<file path="src/hw/rtl/msip_pkg.sv">
// Types and constants shared by the motor speed incremental PID block.
`timescale 1ns / 1ps
package msip_pkg;

  localparam int GAIN_W    = 16;
  localparam int TGT_W     = 16;
  localparam int LIMIT_W   = 16;
  localparam int DIV_W     = 8;
  localparam int PWM_W     = 16;
  localparam int CFG_DW    = 16;
  localparam int CFG_IW    = 3;
  localparam int ERR_W     = 22;
  localparam int FRAC_BITS = 12;
  localparam int ACC_W     = 30;
  localparam int STEP_W    = 42;
  localparam int SUM_W     = 43;
  localparam int ERR_MAX   = 2097151;
  localparam int ERR_MIN   = -2097152;
  localparam int MEAS_SCALE = 25;

  localparam logic signed [GAIN_W-1:0] GAIN_PROP_RST  = 16'sd8192;
  localparam logic signed [GAIN_W-1:0] GAIN_INTEG_RST = 16'sd0;
  localparam logic signed [GAIN_W-1:0] GAIN_DERIV_RST = 16'sd41;
  localparam logic [LIMIT_W-1:0]       LIMIT_RST      = 16'd10000;
  localparam logic [DIV_W-1:0]         DIV_RST        = 8'd10;

  typedef enum logic [CFG_IW-1:0] {
    CFG_GAIN_PROP  = 3'd0,
    CFG_GAIN_INTEG = 3'd1,
    CFG_GAIN_DERIV = 3'd2,
    CFG_DRIVE_LIM  = 3'd3,
    CFG_UPD_DIV    = 3'd4
  } cfg_idx_t;

endpackage

</file>
<file path="src/hw/rtl/motor_speed_incremental_pid.sv">
// Motor speed incremental PID controller with tick prescaler, top level.
//
// Input channel (in_valid/in_ready): one request per control tick with the
// encoder count, the speed setpoint and the park flag. Every update_divider-th
// tick (a divider of zero acts as one) runs the controller and yields one
// result on the output channel (out_valid/out_ready): forward and reverse PWM
// duty. Other ticks only advance the tick phase and yield nothing.
// A controller tick's request loads the input register when accepted, then
// passes the error, multiply, sum and accumulate/clamp stages into the output
// register. Throughput: one request per cycle unless the output stalls; the
// drive accumulator loop closes within the final stage, so back-to-back
// controller ticks run at full rate.
// Configuration (cfg_valid/cfg_ready/cfg_index/cfg_data) is always ready and
// should only be written while no request is in flight.
// Reset (rst_n low, synchronous) restores register defaults, clears the tick
// phase, error history and drive, and empties the pipeline.
// A stalled receiver holds the result; each stage keeps working until the
// stage ahead of it is full, after which in_ready drops for controller ticks.
`timescale 1ns / 1ps
module motor_speed_incremental_pid #(
  parameter int COUNT_WIDTH = 16
) (
  input  logic                                  clk,
  input  logic                                  rst_n,
  input  logic                                  in_valid,
  output logic                                  in_ready,
  input  logic signed [COUNT_WIDTH-1:0]         in_encoder_count,
  input  logic signed [msip_pkg::TGT_W-1:0]     in_speed_target,
  input  logic                                  in_park,
  output logic                                  out_valid,
  input  logic                                  out_ready,
  output logic [msip_pkg::PWM_W-1:0]            out_pwm_forward,
  output logic [msip_pkg::PWM_W-1:0]            out_pwm_reverse,
  input  logic                                  cfg_valid,
  output logic                                  cfg_ready,
  input  logic [msip_pkg::CFG_IW-1:0]           cfg_index,
  input  logic [msip_pkg::CFG_DW-1:0]           cfg_data
);
  import msip_pkg::*;

  localparam int RAW_W = (COUNT_WIDTH + 6 > ERR_W + 1) ? COUNT_WIDTH + 6 : ERR_W + 1;
  localparam int D1_W  = ERR_W + 1;
  localparam int D2_W  = ERR_W + 2;
  localparam int PP_W  = GAIN_W + D1_W;
  localparam int PI_W  = GAIN_W + ERR_W;
  localparam int PD_W  = GAIN_W + D2_W;
  localparam logic signed [RAW_W-1:0] RAW_HI = RAW_W'(ERR_MAX);
  localparam logic signed [RAW_W-1:0] RAW_LO = RAW_W'(ERR_MIN);

  // configuration registers
  logic signed [GAIN_W-1:0] gain_prop_r, gain_integ_r, gain_deriv_r;
  logic [LIMIT_W-1:0]       drive_limit_r;
  logic [DIV_W-1:0]         update_div_r;

  assign cfg_ready = 1'b1;

  always_ff @(posedge clk) begin
    if (!rst_n) begin
      gain_prop_r   <= GAIN_PROP_RST;
      gain_integ_r  <= GAIN_INTEG_RST;
      gain_deriv_r  <= GAIN_DERIV_RST;
      drive_limit_r <= LIMIT_RST;
      update_div_r  <= DIV_RST;
    end else if (cfg_valid && cfg_ready) begin
      unique case (cfg_index)
        CFG_GAIN_PROP:  gain_prop_r   <= signed'(cfg_data[GAIN_W-1:0]);
        CFG_GAIN_INTEG: gain_integ_r  <= signed'(cfg_data[GAIN_W-1:0]);
        CFG_GAIN_DERIV: gain_deriv_r  <= signed'(cfg_data[GAIN_W-1:0]);
        CFG_DRIVE_LIM:  drive_limit_r <= cfg_data[LIMIT_W-1:0];
        CFG_UPD_DIV:    update_div_r  <= cfg_data[DIV_W-1:0];
        default: ;
      endcase
    end
  end

  // pipeline handshake
  logic v0_r, v1_r, v2_r, v3_r, out_valid_r;
  logic rdy0, rdy1, rdy2, rdy3, rdy_out;

  assign rdy_out = !out_valid_r || out_ready;
  assign rdy3    = !v3_r || rdy_out;
  assign rdy2    = !v2_r || rdy3;
  assign rdy1    = !v1_r || rdy2;
  assign rdy0    = !v0_r || rdy1;

  // tick prescaler
  logic [DIV_W-1:0] phase_r, phase_inc, phase_nxt;
  logic             fire;
  logic             in_fire;

  assign phase_inc = phase_r + DIV_W'(1);
  assign fire      = (phase_inc >= update_div_r);
  assign in_ready  = rdy0 || !fire;
  assign in_fire   = in_valid && in_ready;
  assign phase_nxt = fire ? '0 : phase_inc;

  always_ff @(posedge clk) begin
    if (!rst_n) begin
      phase_r <= '0;
    end else if (in_fire) begin
      phase_r <= phase_nxt;
    end
  end

  // stage 0: input register
  logic signed [COUNT_WIDTH-1:0] s0_count_r;
  logic signed [TGT_W-1:0]       s0_target_r;

  always_ff @(posedge clk) begin
    if (!rst_n) begin
      v0_r <= 1'b0;
    end else if (rdy0) begin
      v0_r <= in_fire && fire;
    end
  end

  always_ff @(posedge clk) begin
    if (rdy0 && in_fire && fire) begin
      s0_count_r  <= in_encoder_count;
      s0_target_r <= in_park ? '0 : in_speed_target;
    end
  end

  // stage 1: error and history
  logic signed [RAW_W-1:0] cnt_x, tgt_x, raw_err;
  logic signed [ERR_W-1:0] err_new;
  logic signed [ERR_W-1:0] err_now_r, err_prev_r, err_prev2_r;
  logic signed [D1_W-1:0]  d1_nxt, s1_d1_r;
  logic signed [D2_W-1:0]  d2_nxt, s1_d2_r;
  logic signed [ERR_W-1:0] s1_e_r;

  always_comb begin
    cnt_x   = RAW_W'(s0_count_r);
    tgt_x   = RAW_W'(s0_target_r);
    raw_err = tgt_x + cnt_x * RAW_W'(MEAS_SCALE);
    if (raw_err > RAW_HI) begin
      err_new = ERR_W'(RAW_HI);
    end else if (raw_err < RAW_LO) begin
      err_new = ERR_W'(RAW_LO);
    end else begin
      err_new = ERR_W'(raw_err);
    end
    d1_nxt = D1_W'(err_new) - D1_W'(err_now_r);
    d2_nxt = D2_W'(err_new) - (D2_W'(err_now_r) <<< 1) + D2_W'(err_prev_r);
  end

  always_ff @(posedge clk) begin
    if (!rst_n) begin
      v1_r        <= 1'b0;
      err_now_r   <= '0;
      err_prev_r  <= '0;
      err_prev2_r <= '0;
    end else if (rdy1) begin
      v1_r <= v0_r;
      if (v0_r) begin
        err_prev2_r <= err_prev_r;
        err_prev_r  <= err_now_r;
        err_now_r   <= err_new;
      end
    end
  end

  always_ff @(posedge clk) begin
    if (rdy1 && v0_r) begin
      s1_d1_r <= d1_nxt;
      s1_d2_r <= d2_nxt;
      s1_e_r  <= err_new;
    end
  end

  // stage 2: gain products
  logic signed [PP_W-1:0] s2_pp_r;
  logic signed [PI_W-1:0] s2_pi_r;
  logic signed [PD_W-1:0] s2_pd_r;

  always_ff @(posedge clk) begin
    if (!rst_n) begin
      v2_r <= 1'b0;
    end else if (rdy2) begin
      v2_r <= v1_r;
    end
  end

  always_ff @(posedge clk) begin
    if (rdy2 && v1_r) begin
      s2_pp_r <= PP_W'(gain_prop_r) * PP_W'(s1_d1_r);
      s2_pi_r <= PI_W'(gain_integ_r) * PI_W'(s1_e_r);
      s2_pd_r <= PD_W'(gain_deriv_r) * PD_W'(s1_d2_r);
    end
  end

  // stage 3: step sum
  logic signed [STEP_W-1:0] s3_step_r;

  always_ff @(posedge clk) begin
    if (!rst_n) begin
      v3_r <= 1'b0;
    end else if (rdy3) begin
      v3_r <= v2_r;
    end
  end

  always_ff @(posedge clk) begin
    if (rdy3 && v2_r) begin
      s3_step_r <= STEP_W'(s2_pp_r) + STEP_W'(s2_pi_r) + STEP_W'(s2_pd_r);
    end
  end

  // stage 4: accumulate, clamp, split by sign
  logic signed [ACC_W-1:0] accum_r, accum_nxt;
  logic signed [SUM_W-1:0] acc_sum, lim_pos, acc_clamp, acc_neg;
  logic [PWM_W-1:0]        fwd_nxt, rev_nxt, pwm_fwd_r, pwm_rev_r;

  always_comb begin
    acc_sum = SUM_W'(accum_r) + SUM_W'(s3_step_r);
    lim_pos = signed'(SUM_W'({drive_limit_r, FRAC_BITS'(0)}));
    if (acc_sum > lim_pos) begin
      acc_clamp = lim_pos;
    end else if (acc_sum < -lim_pos) begin
      acc_clamp = -lim_pos;
    end else begin
      acc_clamp = acc_sum;
    end
    accum_nxt = ACC_W'(acc_clamp);
    acc_neg   = -acc_clamp;
    if (acc_clamp < 0) begin
      fwd_nxt = '0;
      rev_nxt = acc_neg[FRAC_BITS +: PWM_W];
    end else begin
      fwd_nxt = acc_clamp[FRAC_BITS +: PWM_W];
      rev_nxt = '0;
    end
  end

  always_ff @(posedge clk) begin
    if (!rst_n) begin
      out_valid_r <= 1'b0;
      accum_r     <= '0;
    end else if (rdy_out) begin
      out_valid_r <= v3_r;
      if (v3_r) begin
        accum_r <= accum_nxt;
      end
    end
  end

  always_ff @(posedge clk) begin
    if (rdy_out && v3_r) begin
      pwm_fwd_r <= fwd_nxt;
      pwm_rev_r <= rev_nxt;
    end
  end

  assign out_valid       = out_valid_r;
  assign out_pwm_forward = pwm_fwd_r;
  assign out_pwm_reverse = pwm_rev_r;

endmodule

</file>
<file path="config.mk">
export PLATFORM = sky130hd
export DESIGN_NAME = motor_speed_incremental_pid
export DESIGN_NICKNAME = d
export VERILOG_FILES = /design/src/hw/rtl/msip_pkg.sv /design/src/hw/rtl/motor_speed_incremental_pid.sv
export SDC_FILE = /design/constraint.sdc
export NUM_CORES = 2
export LEC_CHECK = 0
export BUFFER_PORTS_ARGS = -buffer_cell sky130_fd_sc_hd__buf_2
export CORE_ASPECT_RATIO = 0.75
export CORE_MARGIN = 1.5
export CORE_UTILIZATION = 45
export CTS_CLUSTER_DIAMETER = 40
export CTS_CLUSTER_SIZE = 12
export DETAILED_ROUTE_END_ITERATION = 8
export GPL_ROUTABILITY_DRIVEN = 1
export GPL_TIMING_DRIVEN = 0
export PLACE_DENSITY = 0.68
export SYNTH_ARGS = -nofsm -noshare
export SYNTH_HDL_FRONTEND = slang
export SYNTH_SLANG_ARGS = --single-unit
</file>
<file path="constraint.sdc">
create_clock -name clk -period 13.7 [get_ports clk]
set_input_delay 1.37 -clock clk [delete_from_list [all_inputs] [get_ports clk]]
set_output_delay 1.37 -clock clk [all_outputs]
set_load 0.1 [all_outputs]
</file>
==> reports/metrics.csv <==
stage,metric,value,unit
placement,dp_hpwl,159.0,mm
cells_and_area,area_growth,8.283,%
sta,finalMaxSlewViolations,0,
cells_and_area,fillers,13550,
synthesis,synth-main-ff-cell,edfxtp_1,
hold_path,hp-start,err_now_r[17]$_SDFFE_PN0P_,
clock_tree,path_clk_slew,0.06,ns
critical_path,ff2ff_path_depth,35,
sta,fmax,0.09022,GHz
run,drv_cap,0,
grt,grt_max_degree,44,
placement,portBuffers,90,
sta,skew,0.05124,ns
cells_and_area,final_common_cell,inv_1,
power,power,0.004969,W
power,pwr_density_cell,69.90,nW/um2
placement,preCtsSetupSlack,2.917,ns
route,wl_per_cell,20.67,um
clock_tree,h-tree-depth,3,
critical_path,critPathCaptureType,register,
cells_and_area,drive_above_1_share,3.852,%
synthesis,synth_enable_flop_cells,291,
floorplan,core,145000,um2
clock_tree,post_cts.repair.setup_buffers,0,
clock_tree,ctsRootBufferMaster,clkbuf_16,
run_status,status,completed,
grt,grt-ovfl-total,0,
power,ir_drop,0.00008441,V
clock_tree,clockBufferDepth,3,
sta,grt_setup_unrepaired,no,
synthesis,postSynthAreaPerCell,9.458,um2
route,drcViolationCount,0,
critical_path,rr_endpoint,s1_d2_r[22]$_DFFE_PP_,
sta,setup_viol,0,
cells_and_area,multi_input_area,47760,um2
synthesis,syn_area,65650,um2
synthesis,synth.distinct_cells,92,
clock_tree,cts_made_buffers,69,
floorplan,initial_core_util,45.26,%
grt,grt_usage,26.07,%
sta,hold_violations,0,
hold_path,worstHoldEndpoint,err_prev_r[17]$_SDFFE_PN0P_,
critical_path,crit_arrival,11.46,ns
synthesis,async_flop_share,0,%
floorplan,dieHeight,333.8,um
cells_and_area,ff_latch_area,11920,um2
route,num_vias,48590,
clock_tree,clk_latency,0.67,ns
route,drtIter0Drc,4099,
critical_path,timing.rr.start,s0_count_r[1]$_DFFE_PP_,
cells_and_area,layout_common_cells,"inv_1, fa_1, nand2_1, ha_1, and2_1",
placement,gp_congestion,0.9950,
critical_path,cp_common_cell,o21ai_0,
route,first_pass_iters,6,
critical_path,critPathLaunchType,register,
grt,first_global_vias,50240,
critical_path,slowest_stage,a21oi_1,
cells_and_area,fin_util,49.01,%
hold_path,hold_depth,2,
synthesis,yosysSeqAreaShare,18.16,%
synthesis,syn_nets,8702,
critical_path,rrSetupSlack,2.62,ns
synthesis,synth_cells,6941,
sta,min_period_over_period,80.91,%
synthesis,ys_seq_elements,450,
critical_path,cp_slowest_stage_delay,0.74,ns
floorplan,die_x,444.0,um
sta,tns,0,ns
floorplan,die_area,148200,um2
clock_tree,cts_resized,0,
hold_path,hold_class,register to register,
synthesis,yosys_warnings,0,
critical_path,path_max_fanout,10,
floorplan,boundaryPins,92,
clock_tree,ctsHoldBuffers,0,
power,p_leak,31.02,nW
route,wl,187.7,mm
route,postRouteAntennaNets,0,
critical_path,path_class,register to register,
sta,fin_crit,11.08,ns
floorplan,row_count,121,
sta,worst_pin_slew,1.353,ns
grt,grt_pass1_wl,295.0,mm
clock_tree,cts_sinks,450,
grt,antenna_found_initial,12,
critical_path,cp_data_required_time,14.08,ns
cells_and_area,final_nets,8873,
route,viasPerCell,5.352,
sta,fin_ws,2.616,ns
clock_tree,cts_tree,done,
sta,relSlewSlack,9.777,%
## worst max path at each step
stage | startpoint | to | slack, ns | depth (start not counted)
2_1_floorplan | out_ready | s2_pd_r[0]$_DFFE_PP_ | 2.85 | 3
3_3_place_gp | out_ready | s2_pd_r[39]$_DFFE_PP_ | -1.54 | 4
3_5_place_dp | s0_count_r[1]$_DFFE_PP_ | s1_d2_r[22]$_DFFE_PP_ | 2.92 | 35
4_1_cts | s0_count_r[1]$_DFFE_PP_ | s1_d2_r[22]$_DFFE_PP_ | 2.79 | 35
5_1_grt | s0_count_r[2]$_DFFE_PP_ | s1_d2_r[22]$_DFFE_PP_ | 1.85 | 35
6_report | s0_count_r[1]$_DFFE_PP_ | s1_d2_r[22]$_DFFE_PP_ | 2.62 | 35
## through the flow
step                hold WS [ns]  instances  area, um2
finish                    0.4545       9079      71090
CTS                       0.4537       9071      71070
global placement          0.4391       8937      68480
global route              0.4717       9072      71070
floorplan                 0.4319       6941      65650
detailed placement        0.4494       8947      68740
## state kept, by name (all words and copies together) (netlist names), 22 cells and up
signal	count
s1_d1_r	23
s2_pp_r	39
accum_r	30
s3_step_r	41
s2_pi_r	38
s2_pd_r	40
s1_d2_r	24
err_prev_r	22
err_now_r	22
s1_e_r	22
## cell type report
cell class	count	share of cell area, %
clock buffer	84	2.716
inverter	1331	7.028
sequential	450	16.77
tap	1906	3.355
multi-input combinational	4902	67.18
clock inverter	40	0.5615
timing repair buffer	100	0.9399
antenna	8	0.02816
buffer	258	1.420
## worst max-delay path: cells and delay by family, from the launching register on
| kind | cells | cell delay (ns) |
|---|---|---|
| buffers and inverters | 3 | 0.37 |
| DFF | 1 | 0.44 |
| adders and majority gates | 7 | 2.72 |
| AOI/OAI and AO/OA | 20 | 5.62 |
| and+or+nand+nor | 3 | 0.63 |
| xor gates and xnor gates | 2 | 1.02 |
## kinds of logic after synthesis
family	after synthesis	synth area share, %
simple gates	2048	14.68
fa+ha+maj	1705	45.92
buf+inv	1589	9.141
compound gates	860	8.188
flops	450	18.16
xor+xnor	265	3.535
mux	23	0.3793
other cells	1	0.005712
## per-layer routing
metal,up-vias,part of all wire [%],global-route usage [%]
met5,-,0.020,0
met4,4,2.7,6.785
met3,266,12,8.546
met2,1944,41,37.27
met1,24360,45,37.79
li1,22020,-,-
## power by group
group	internal [W]	switching, W
Combinational	0.000647	0.000984
Clock	0.00107	0.000734
Sequential	0.00152	0.0000161
Total	0.00323	0.00173
## cells in the mapped netlist (14+ instances only)
| master | instances | area share [%] |
|---|---|---|
| nand3_1 | 60 | 0.46 |
| nand4_1 | 14 | 0.13 |
| fa_1 | 1174 | 36 |
| a211oi_1 | 37 | 0.42 |
| nor2_1 | 225 | 1.3 |
| o21ai_0 | 151 | 1.2 |
| o211ai_1 | 17 | 0.19 |
| a21oi_1 | 344 | 2.6 |
| xnor2_1 | 193 | 2.6 |
| nand2_1 | 1020 | 5.8 |
| dfxtp_1 | 159 | 4.8 |
| and3_1 | 27 | 0.26 |
| o21a_1 | 27 | 0.31 |
| o21bai_1 | 32 | 0.37 |
| edfxtp_1 | 291 | 13 |
| a31oi_1 | 22 | 0.21 |
| nor2b_1 | 54 | 0.51 |
| nand2b_1 | 111 | 1.1 |
| mux2i_1 | 14 | 0.21 |
| a22oi_1 | 20 | 0.23 |
| xor2_1 | 72 | 0.96 |
| nor3_1 | 63 | 0.48 |
| and2_1 | 407 | 3.9 |
| clkbuf_1 | 247 | 1.4 |
| or2_2 | 14 | 0.13 |
| a21o_1 | 76 | 0.87 |
| or3_1 | 19 | 0.18 |
| inv_1 | 1329 | 7.6 |
| a21boi_0 | 20 | 0.23 |
| ha_1 | 530 | 10 |
Power figures use the tool's default switching activity.
